### src/rtl/core/arpc_pkg.sv
// Shared types, constants and helpers for the ARP cache table.
`timescale 1ns / 1ps

package arpc_pkg;

    // Table geometry
    localparam int ENTRIES = 4;
    localparam int IDX_W   = (ENTRIES > 1) ? $clog2(ENTRIES) : 1;

    // Field widths
    localparam int IP_W   = 32;
    localparam int MAC_W  = 48;
    localparam int TIME_W = 32;
    localparam int SLOT_W = 6;

    // Reset value of the insertion age register, in seconds
    localparam logic [TIME_W-1:0] RESET_AGE = TIME_W'(1800);

    // Broadcast mapping held in entry 0 after reset
    localparam logic [IP_W-1:0]  BCAST_IP  = '1;
    localparam logic [MAC_W-1:0] BCAST_MAC = '1;

    // Request codes
    localparam logic ACT_LOOKUP = 1'b0;
    localparam logic ACT_PUT    = 1'b1;

    typedef enum logic [1:0] {
        ST_IDLE,
        ST_SCAN,
        ST_WRITE
    } t_state;

    typedef struct packed {
        logic [IP_W-1:0]   ip;
        logic [MAC_W-1:0]  mac;
        logic [TIME_W-1:0] stamp;
    } t_entry;

    typedef struct packed {
        logic             en;
        logic [IDX_W-1:0] addr;
        t_entry           data;
    } t_wr_req;

    // Contents of an entry that has not been written since reset
    function automatic t_entry reset_entry(input logic is_slot0);
        t_entry e;
        e.ip    = is_slot0 ? BCAST_IP  : '0;
        e.mac   = is_slot0 ? BCAST_MAC : '0;
        e.stamp = '0;
        return e;
    endfunction

endpackage

### src/rtl/core/arp_cache_lru_table.sv
// Top level of the ARP cache table: sequencer plus entry memory.
`timescale 1ns / 1ps

// Small IP-to-MAC cache with ENTRIES slots; slot 0 holds the broadcast mapping
// after reset and unused slots carry IP 0.0.0.0. A request is taken when start
// is high and busy is low. Each request reads every entry once through the
// single memory read port in the scan state, then does the write-back in the
// write state; busy stays high until the block is back in idle. The result
// beat appears on o_res_valid for exactly one cycle, in the cycle after the
// write-back; it cannot be held, so the receiver must take it then. The
// insertion age register is written through the cfg channel while busy is
// low; o_cfg_ready is the inverse of busy.
module arp_cache_lru_table (
    input  logic                        i_clk,
    input  logic                        i_rst_n,
    input  logic                        start,
    output logic                        busy,
    input  logic                        i_action,
    input  logic [arpc_pkg::IP_W-1:0]   i_ip_addr,
    input  logic [arpc_pkg::MAC_W-1:0]  i_mac_in,
    input  logic [arpc_pkg::TIME_W-1:0] i_now,
    input  logic                        i_cfg_valid,
    output logic                        o_cfg_ready,
    input  logic [arpc_pkg::TIME_W-1:0] i_cfg_data,
    output logic                        o_res_valid,
    output logic                        o_hit,
    output logic [arpc_pkg::SLOT_W-1:0] o_slot,
    output logic [arpc_pkg::MAC_W-1:0]  o_mac_out
);
    import arpc_pkg::*;

    logic [IDX_W-1:0] rd_addr;
    t_entry           rd_data;
    t_wr_req          wr_req;

    arpc_ctrl u_ctrl (
        .i_clk       (i_clk),
        .i_rst_n     (i_rst_n),
        .start       (start),
        .busy        (busy),
        .i_action    (i_action),
        .i_ip_addr   (i_ip_addr),
        .i_mac_in    (i_mac_in),
        .i_now       (i_now),
        .i_cfg_valid (i_cfg_valid),
        .o_cfg_ready (o_cfg_ready),
        .i_cfg_data  (i_cfg_data),
        .o_rd_addr   (rd_addr),
        .i_rd_data   (rd_data),
        .o_wr        (wr_req),
        .o_res_valid (o_res_valid),
        .o_hit       (o_hit),
        .o_slot      (o_slot),
        .o_mac_out   (o_mac_out)
    );

    arpc_store u_store (
        .i_clk     (i_clk),
        .i_rst_n   (i_rst_n),
        .i_rd_addr (rd_addr),
        .o_rd_data (rd_data),
        .i_wr      (wr_req)
    );

    // An accepted request keeps the block busy in the following cycle
    a_accept_busy: assert property (@(posedge i_clk) disable iff (!i_rst_n)
        (start && !busy) |=> busy)
        else $error("accepted request did not raise busy");

    // Result beats are single-cycle and never back to back
    a_res_single: assert property (@(posedge i_clk) disable iff (!i_rst_n)
        o_res_valid |=> !o_res_valid)
        else $error("result strobe held for more than one cycle");

    // A miss never returns a MAC
    a_miss_mac: assert property (@(posedge i_clk) disable iff (!i_rst_n)
        (o_res_valid && !o_hit) |-> (o_mac_out == '0))
        else $error("miss carried a non-zero MAC");

    // Memory is written only in the cycle before a result beat
    a_wr_then_res: assert property (@(posedge i_clk) disable iff (!i_rst_n)
        wr_req.en |=> o_res_valid)
        else $error("write-back not followed by a result beat");

endmodule

### src/rtl/core/arpc_store.sv
// Entry memory with one registered read port, one write port and reset valid bits.
`timescale 1ns / 1ps

module arpc_store (
    input  logic                   i_clk,
    input  logic                   i_rst_n,
    input  logic [arpc_pkg::IDX_W-1:0] i_rd_addr,
    output arpc_pkg::t_entry       o_rd_data,
    input  arpc_pkg::t_wr_req      i_wr
);
    import arpc_pkg::*;

    t_entry             r_mem [ENTRIES];
    logic [ENTRIES-1:0] r_valid;
    t_entry             r_rd_raw;
    logic               r_rd_valid;
    logic               r_rd_slot0;

    // Write and registered read of the entry array
    always_ff @(posedge i_clk) begin
        if (i_wr.en) begin
            r_mem[i_wr.addr] <= i_wr.data;
        end
        r_rd_raw   <= r_mem[i_rd_addr];
        r_rd_slot0 <= (i_rd_addr == '0);
    end

    // Track which entries hold written data; reset drops them all at once
    always_ff @(posedge i_clk) begin
        if (!i_rst_n) begin
            r_valid    <= '0;
            r_rd_valid <= 1'b0;
        end else begin
            if (i_wr.en) begin
                r_valid[i_wr.addr] <= 1'b1;
            end
            r_rd_valid <= r_valid[i_rd_addr];
        end
    end

    // Substitute the reset contents for an entry never written
    assign o_rd_data = r_rd_valid ? r_rd_raw : reset_entry(r_rd_slot0);

endmodule

### src/rtl/core/arpc_ctrl.sv
// Request sequencer: scans the entries, picks the target and writes back.
`timescale 1ns / 1ps

module arpc_ctrl (
    input  logic                        i_clk,
    input  logic                        i_rst_n,
    input  logic                        start,
    output logic                        busy,
    input  logic                        i_action,
    input  logic [arpc_pkg::IP_W-1:0]   i_ip_addr,
    input  logic [arpc_pkg::MAC_W-1:0]  i_mac_in,
    input  logic [arpc_pkg::TIME_W-1:0] i_now,
    input  logic                        i_cfg_valid,
    output logic                        o_cfg_ready,
    input  logic [arpc_pkg::TIME_W-1:0] i_cfg_data,
    output logic [arpc_pkg::IDX_W-1:0]  o_rd_addr,
    input  arpc_pkg::t_entry            i_rd_data,
    output arpc_pkg::t_wr_req           o_wr,
    output logic                        o_res_valid,
    output logic                        o_hit,
    output logic [arpc_pkg::SLOT_W-1:0] o_slot,
    output logic [arpc_pkg::MAC_W-1:0]  o_mac_out
);
    import arpc_pkg::*;

    localparam logic [IDX_W-1:0] LAST_IDX = IDX_W'(ENTRIES - 1);
    localparam logic [IDX_W-1:0] IDX_ONE  = IDX_W'(1);

    t_state r_state, n_state;

    logic [IDX_W-1:0]  r_idx, n_idx;
    logic              r_action;
    logic [IP_W-1:0]   r_ip;
    logic [MAC_W-1:0]  r_mac;
    logic [TIME_W-1:0] r_now;
    logic [TIME_W-1:0] r_age;

    logic              r_found, n_found;
    logic [IDX_W-1:0]  r_match, n_match;
    logic [MAC_W-1:0]  r_match_mac, n_match_mac;
    logic              r_free_found, n_free_found;
    logic [IDX_W-1:0]  r_free, n_free;
    logic [IDX_W-1:0]  r_best, n_best;
    logic [TIME_W-1:0] r_best_stamp, n_best_stamp;

    logic              r_res_valid, n_res_valid;
    logic              r_hit, n_hit;
    logic [SLOT_W-1:0] r_slot, n_slot;
    logic [MAC_W-1:0]  r_mac_out, n_mac_out;

    logic              accept;
    logic [TIME_W-1:0] stamp_diff;
    logic [IDX_W-1:0]  put_idx;

    assign accept      = start && !busy;
    assign busy        = (r_state != ST_IDLE);
    assign o_cfg_ready = !busy;
    assign stamp_diff  = i_rd_data.stamp - r_best_stamp;
    assign put_idx     = r_found ? r_match : (r_free_found ? r_free : r_best);

    // Next state
    always_comb begin
        n_state = r_state;
        unique case (r_state)
            ST_IDLE: begin
                if (start) begin
                    n_state = ST_SCAN;
                end
            end
            ST_SCAN: begin
                if (r_idx == LAST_IDX) begin
                    n_state = ST_WRITE;
                end
            end
            ST_WRITE: begin
                n_state = ST_IDLE;
            end
            default: begin
                n_state = ST_IDLE;
            end
        endcase
    end

    // Read address, scan bookkeeping, write-back and result
    always_comb begin
        o_rd_addr    = '0;
        n_idx        = r_idx;
        n_found      = r_found;
        n_match      = r_match;
        n_match_mac  = r_match_mac;
        n_free_found = r_free_found;
        n_free       = r_free;
        n_best       = r_best;
        n_best_stamp = r_best_stamp;
        o_wr         = '0;
        n_res_valid  = 1'b0;
        n_hit        = r_hit;
        n_slot       = r_slot;
        n_mac_out    = r_mac_out;
        unique case (r_state)
            ST_IDLE: begin
                o_rd_addr    = '0;
                n_idx        = '0;
                n_found      = 1'b0;
                n_free_found = 1'b0;
            end
            ST_SCAN: begin
                // Fetch the next entry while the current one is judged
                o_rd_addr = r_idx + IDX_ONE;
                n_idx     = r_idx + IDX_ONE;
                if (!r_found && (i_rd_data.ip == r_ip)) begin
                    n_found     = 1'b1;
                    n_match     = r_idx;
                    n_match_mac = i_rd_data.mac;
                end
                if (!r_free_found && (r_idx != '0) && (i_rd_data.ip == '0)) begin
                    n_free_found = 1'b1;
                    n_free       = r_idx;
                end
                // Oldest stamp by wrap-aware difference; ties keep the lower slot
                if (r_idx == IDX_ONE) begin
                    n_best       = r_idx;
                    n_best_stamp = i_rd_data.stamp;
                end else if ((r_idx > IDX_ONE) && stamp_diff[TIME_W-1]) begin
                    n_best       = r_idx;
                    n_best_stamp = i_rd_data.stamp;
                end
            end
            ST_WRITE: begin
                n_res_valid = 1'b1;
                n_hit       = r_found;
                if (r_action == ACT_PUT) begin
                    o_wr.en         = 1'b1;
                    o_wr.addr       = put_idx;
                    o_wr.data.ip    = r_ip;
                    o_wr.data.mac   = r_mac;
                    o_wr.data.stamp = r_now - r_age;
                    n_slot          = SLOT_W'(put_idx);
                    n_mac_out       = '0;
                end else begin
                    // Lookup: restamp a hit, leave the table alone on a miss
                    o_wr.en         = r_found;
                    o_wr.addr       = r_match;
                    o_wr.data.ip    = r_ip;
                    o_wr.data.mac   = r_match_mac;
                    o_wr.data.stamp = r_now;
                    n_slot          = r_found ? SLOT_W'(r_match) : '0;
                    n_mac_out       = r_found ? r_match_mac : '0;
                end
            end
            default: begin
                o_rd_addr = '0;
            end
        endcase
    end

    // Control registers
    always_ff @(posedge i_clk) begin
        if (!i_rst_n) begin
            r_state     <= ST_IDLE;
            r_res_valid <= 1'b0;
            r_age       <= RESET_AGE;
        end else begin
            r_state     <= n_state;
            r_res_valid <= n_res_valid;
            if (i_cfg_valid && o_cfg_ready) begin
                r_age <= i_cfg_data;
            end
        end
    end

    // Payload registers
    always_ff @(posedge i_clk) begin
        if (accept) begin
            r_action <= i_action;
            r_ip     <= i_ip_addr;
            r_mac    <= i_mac_in;
            r_now    <= i_now;
        end
        r_idx        <= n_idx;
        r_found      <= n_found;
        r_match      <= n_match;
        r_match_mac  <= n_match_mac;
        r_free_found <= n_free_found;
        r_free       <= n_free;
        r_best       <= n_best;
        r_best_stamp <= n_best_stamp;
        r_hit        <= n_hit;
        r_slot       <= n_slot;
        r_mac_out    <= n_mac_out;
    end

    assign o_res_valid = r_res_valid;
    assign o_hit       = r_hit;
    assign o_slot      = r_slot;
    assign o_mac_out   = r_mac_out;

endmodule

### config.mk
export PLATFORM = sky130hd
export DESIGN_NAME = arp_cache_lru_table
export DESIGN_NICKNAME = d
export VERILOG_FILES = /design/src/rtl/core/arpc_pkg.sv /design/src/rtl/core/arp_cache_lru_table.sv /design/src/rtl/core/arpc_store.sv /design/src/rtl/core/arpc_ctrl.sv
export SDC_FILE = /design/constraint.sdc
export NUM_CORES = 1
export LEC_CHECK = 0
export ABC_CLOCK_PERIOD_IN_PS = 8900
export BUFFER_PORTS_ARGS = -buffer_cell sky130_fd_sc_hd__buf_2
export CAP_MARGIN = 20
export CORE_MARGIN = 4
export CORE_UTILIZATION = 32
export DETAILED_ROUTE_END_ITERATION = 7
export GPL_TIMING_DRIVEN = 1
export SYNTH_ARGS = -nofsm -noshare
export SYNTH_HDL_FRONTEND = slang
export SYNTH_SLANG_ARGS = --single-unit
export TNS_END_PERCENT = 100
### constraint.sdc
create_clock -name i_clk -period 8.9 [get_ports i_clk]
set_input_delay 1.78 -clock i_clk [delete_from_list [all_inputs] [get_ports i_clk]]
set_output_delay 1.78 -clock i_clk [all_outputs]
set_load 0.01 [all_outputs]
---- Word-level counts from Yosys, hierarchy flattened ----
Memories as Yosys holds them, arrays and structs flattened. A register that Yosys moved wholly into a read port is not among the register bits.
Cells that the tools add are included.
W data, S select, Z words.
cells by class
  $add $sub $neg .......................... 3
  order comparisons ....................... 4
  eq/ne operators ......................... 9
  multiplexer cells ....................... 29
  bitwise gates (word level) .............. 2
  reduce and logical (&&, ||, !) cells .... 24
operator list
  operator               number
  $mux W115              2
  $mux W112              1
  $mux W32               3
  $sub A32 B32 Y32       2
  $mux W48               1
  $eq A32 B32 Y1         1
  $logic_not A32 Y1      1
  $mux W2                9
  $reduce_and A2 Y1      6
  $pmux W2 S2            2
  $reduce_bool A2 Y1     4
  $logic_and A1 B1 Y1    7
  $mux W1                7
  $lt A2 B3 Y1 const B   2
  $ne A2 B1 Y1 const B   3
  $eq A2 B1 Y1 const B   2
  $eq A2 B2 Y1 const B   2
  $logic_not A2 Y1       2
  $or A4 B4 Y4           1
  $pmux W1 S2            2
  $logic_not A1 Y1       3
  $add A2 B1 Y2 const B  1
  $bmux W1 S2            1
  $demux W1 S2           1
  5 further kinds        5
storage, ports and cells
  flip-flop bits (word level) ............. 299
  RAM bits ................................ 448
  bits of input ports ..................... 149
  output and inout port bits .............. 58
  word-level logic and storage cells ...... 94
  memories ................................ 1
memory list
  name           depth  bits a word  rd ports  clocked after Yosys merged registers in  wr ports  RTL line          RTL
  u_store.r_mem  4      112          1         1                                        1         arpc_store.sv:13  t_entry r_mem [ENTRIES];

---- Depth between registers and ports, before layout ----
  depth after elaboration ................. 9
  depth in mapped cells ................... 13
  depth with buffers taken out ............ 12

---- Hierarchy ----
A second synthesis with hierarchy kept.
unflattened totals
  cells, all modules ...................... 2,118
  area total of the unflattened synthesis .. 33,498.4 µm²
modules (own cells, without submodules)
  module      instances  cells an instance  area an instance (µm²)  sequential area each (µm²)
  arpc_store  1          929                19,491.2                15,815.2
  arpc_ctrl   1          1,189              14,007.2                8,328.0

---- Least setup slack after synthesis ----
No wires, ideal clock.
  path type ............................... flip-flop to flip-flop
  start ................................... register u_ctrl.r_state[0]
  end ..................................... memory u_store.r_mem[0][0] in the netlist's numbering, enable pin
  setup time .............................. 0.586 ns
  arrival ................................. 5.702 ns
  data required time ...................... 8.314 ns
  setup slack ............................. 2.613 ns
  stages on the path, launching flop included .. 6
  path buffers ............................ 1
  period minus slack after synthesis ...... 6.287 ns
  cells stage by stage .................... dfxtp_1 -> nand2b_1 -> clkinv_1 -> clkbuf_1 -> nand2_1 -> nor2_1
on the way
  cells in the longest elaborated chain, start to end .. 4
ends and longest elaborated chain
  item                           RTL line          RTL
  from (decl)                    arpc_ctrl.sv:29   t_state r_state, n_state;
  from (signal assigned)         arpc_ctrl.sv:164  r_state <= n_state;
  $eq A2 B2 Y1 (*)               arpc_ctrl.sv:100  unique case (r_state)
  $mux W115 (*)                  arpc_ctrl.sv:100
  $mux W1                        arpc_store.sv:21  if (i_wr.en) begin
  $mux W1 (not written as such)  arpc_store.sv:22  r_mem[i_wr.addr] <= i_wr.data;
  to (decl)                      arpc_store.sv:13
Mark *: on every way between the ends. The rest lies on a longest branch, timed or not.

---- Final worst setup path ----
  start ................................... register u_ctrl.r_idx[0]
  end ..................................... register u_store.r_rd_raw[83] (netlist name)
on the way
  cells in the longest elaborated chain, start to end .. 2
ends and longest elaborated chain
  item                    RTL line          RTL
  from (decl)             arpc_ctrl.sv:31   logic [IDX_W-1:0] r_idx, n_idx;
  from (signal assigned)  arpc_ctrl.sv:180  r_idx <= n_idx;
  $add A2 B1 Y2           arpc_ctrl.sv:109  o_rd_addr = r_idx + IDX_ONE;
  $mux W2                 arpc_ctrl.sv:100
No other way between the ends.
A chain may end at the register's enable or synchronous reset.

==> flow_metrics.tcl <==
set metrics [dict create \
    dieHeight_um 333 \
    area_growth_pct 15.8 \
    ys_async_sr_fraction_pct 0 \
    power.density_nw_per_um2 224 \
    drive_gt1_share_pct 13.5 \
    vias 20600 \
    drtIter0Drc 1544 \
    hpwl_mm 50.3 \
    final_common_cell "edfxtp_1" \
    avgViaCountPerCell 4.89 \
    cts_buffers 88 \
    crit_path_start_kind "flop" \
    port_buffers 202 \
    max-slew-margin-rel_pct 24.8 \
    critical_path_required_ns 9.44 \
    maxSlewViolCount 0 \
    crit_path_end_kind "flop" \
    routabilityCongestion 0.813 \
    initial_core_util_pct 32.2 \
    post-route-period-util_pct 46.2 \
    cp_max_fo 67 \
    rows 119 \
    ys_warn_count 0 \
    io_pins 207 \
    die_w_um 333 \
    grt_max_degree 95 \
    p_leak_nw 14.4 \
    htree_levels 3 \
    dr.pass1.iters 5 \
    syn_area_um2 33900 \
    clock_latency_ns 0.64 \
    die_area_um2 111000 \
    hold_viol_final 0 \
    finalSetupTns_ns 0 \
    postLayoutCoreUtil_pct 37.3 \
    synth.distinct_cells 67 \
    cts_setup_buffers 0 \
    ys_seq_area_share_pct 71.3 \
    ctsHoldBuffers 0 \
    routed_wl_mm 84.0 \
    fin_nets 2957 \
    peakVddDrop_mv 0.120 \
    gr-total-overflow 0 \
    grt_pass1_wl_mm 127 \
    setup_viol 0 \
    tightestPinTransition_ns 1.12 \
    synth-edff-count 702 \
    antenna_found_initial 5 \
    period_minus_slack_ns 4.11 \
    synthCells 2565 \
    syn_area_per_cell_um2 13.2 \
    cts_root_buf "clkbuf_16" \
    status "completed" \
    yosys_register_bits 855 \
    cts_tree "yes" \
    cts-resized-gates 0 \
    rrSetupSlack_ns 4.79 \
    wire_per_inst_um 19.9 \
    antenna_left 0 \
    clk_path_buf_depth 3 \
    drv_cap 0 \
    skew_ns 0.0233 \
    grt_pass1_vias 20600 \
    grtUsageTotal_pct 14.8 \
    fp.coreArea_um2 105000 \
    hold_class "reg -> reg" \
    max_freq_mhz 243 \
    drcViolationCount 0 \
    crit_type "reg -> reg" \
    synth_ff_type "edfxtp_1" \
    clkSinkCount 855 \
    most-common-layout-cells "edfxtp_1 (702), nand2_1 (432), buf_2 (202)" \
    arrival_ns 4.66 \
    rsz0062_at_grt "false" \
    clk_pin_slew_ns 0.06 \
]
[metal layers]
metal / up-vias / part of all wire, % / track usage [%] / wire length, um
met2: 579 / 45 / 23.0 / 37700
met5: - / 0 / 0 / 0
met3: 123 / 5.6 / 2.34 / 4660
li1: 9737 / - / - / -
met4: 0 / 2.4 / 4.52 / 2010
met1: 10200 / 47 / 21.4 / 39600
[cell type report]
type	instances	area, um2
fill	10100	65900
inverter	101	385
multi-input combinational	1471	8890
timing repair buffer	227	1210
antenna	1	2.50
clock buffer	114	2410
sequential	855	24100
tap	1391	1740
clock inverter	50	430
[worst paths after layout]
check / endpoint / startpoint / cells after the start
min: u_ctrl.r_age[23] / u_ctrl.r_age[23] / 2
max reg2reg: u_store.r_rd_raw[83] / u_ctrl.r_idx[0] / 7
min reg2reg: u_ctrl.r_age[23] / u_ctrl.r_age[23] / 2
max: u_store.r_rd_raw[83] / u_ctrl.r_idx[0] / 7
[cell families (layout without fill, tap and decap cells)]
logic type               Yosys count  in the layout  share of synthesized area [%]
other                              1              5                         0.0111
buffers and inverters            242            492                           2.73
XOR/XNOR                          33             33                          0.853
flip-flops                       855            855                           71.3
AO/OA/AOI/OAI                    431            431                           8.68
multiplexers                      70             70                           2.08
adder cells (fa/ha/maj)           64             64                           2.39
AND/OR/NAND/NOR                  869            869                           12.0
[registers in the layout (all words and copies together) (netlist names), 4 cells and up]
register	flops
u_ctrl.r_now	32
u_ctrl.o_mac_out	48
u_ctrl.r_best_stamp	32
u_ctrl.r_match_mac	48
u_ctrl.r_age	32
u_ctrl.r_ip	32
u_store.r_rd_raw	112
u_ctrl.r_mac	48
u_store.r_valid	4
u_store.r_mem	448
[stage by stage]
stage               std cells  area (um2)  power, W  hold slack, ns  setup WS (ns)
floorplan                2568       33900   0.00499           0.440           2.61
global placement         4045       36400   0.00523           0.446           4.79
detailed placement       4045       36400   0.00524           0.455           4.71
CTS                      4209       39200   0.00887           0.469           4.72
global route             4209       39200   0.00912           0.498           4.43
finish                   4210       39200   0.00878           0.466           4.79
[where the power goes]
group	leakage (nW)	switching [W]	internal, W
logic	5.23	0.000433	0.000224
registers	7.77	0.0000759	0.00442
clock network	1.39	0.00153	0.00210
total	14.4	0.00204	0.00674
[worst max-delay path: stages, from the launching register on]
cell and delay [ns]:
edfxtp_1 0.47, inv_1 0.15, ha_4 0.79, nand2_4 0.67, inv_6 0.71, buf_4 0.79, nand2_1 0.14, a31oi_1 0.21
[synth_stat cells, drive strengths merged (10+ instances only)]
library cell | n | area share [%]
nand3 | 19 | 0.28
dfxtp | 153 | 9.0
nor2b | 116 | 2.1
a21oi | 51 | 0.75
buf | 25 | 0.33
nand4 | 20 | 0.37
a21o | 23 | 0.51
a211oi | 117 | 2.6
nand2 | 434 | 4.8
clkbuf | 116 | 1.3
a31oi | 118 | 2.2
xor2 | 16 | 0.41
edfxtp | 702 | 62
ha | 63 | 2.3
xnor2 | 17 | 0.44
mux2i | 68 | 2.0
inv | 100 | 1.1
o21a | 10 | 0.22
nor4 | 16 | 0.31
o21ai | 27 | 0.40
and3 | 54 | 1.0
nor2 | 114 | 1.3
and2 | 53 | 0.98
a21boi | 30 | 0.66
o211ai | 10 | 0.22
nor3 | 15 | 0.22
(Power assumes the default switching activity.)
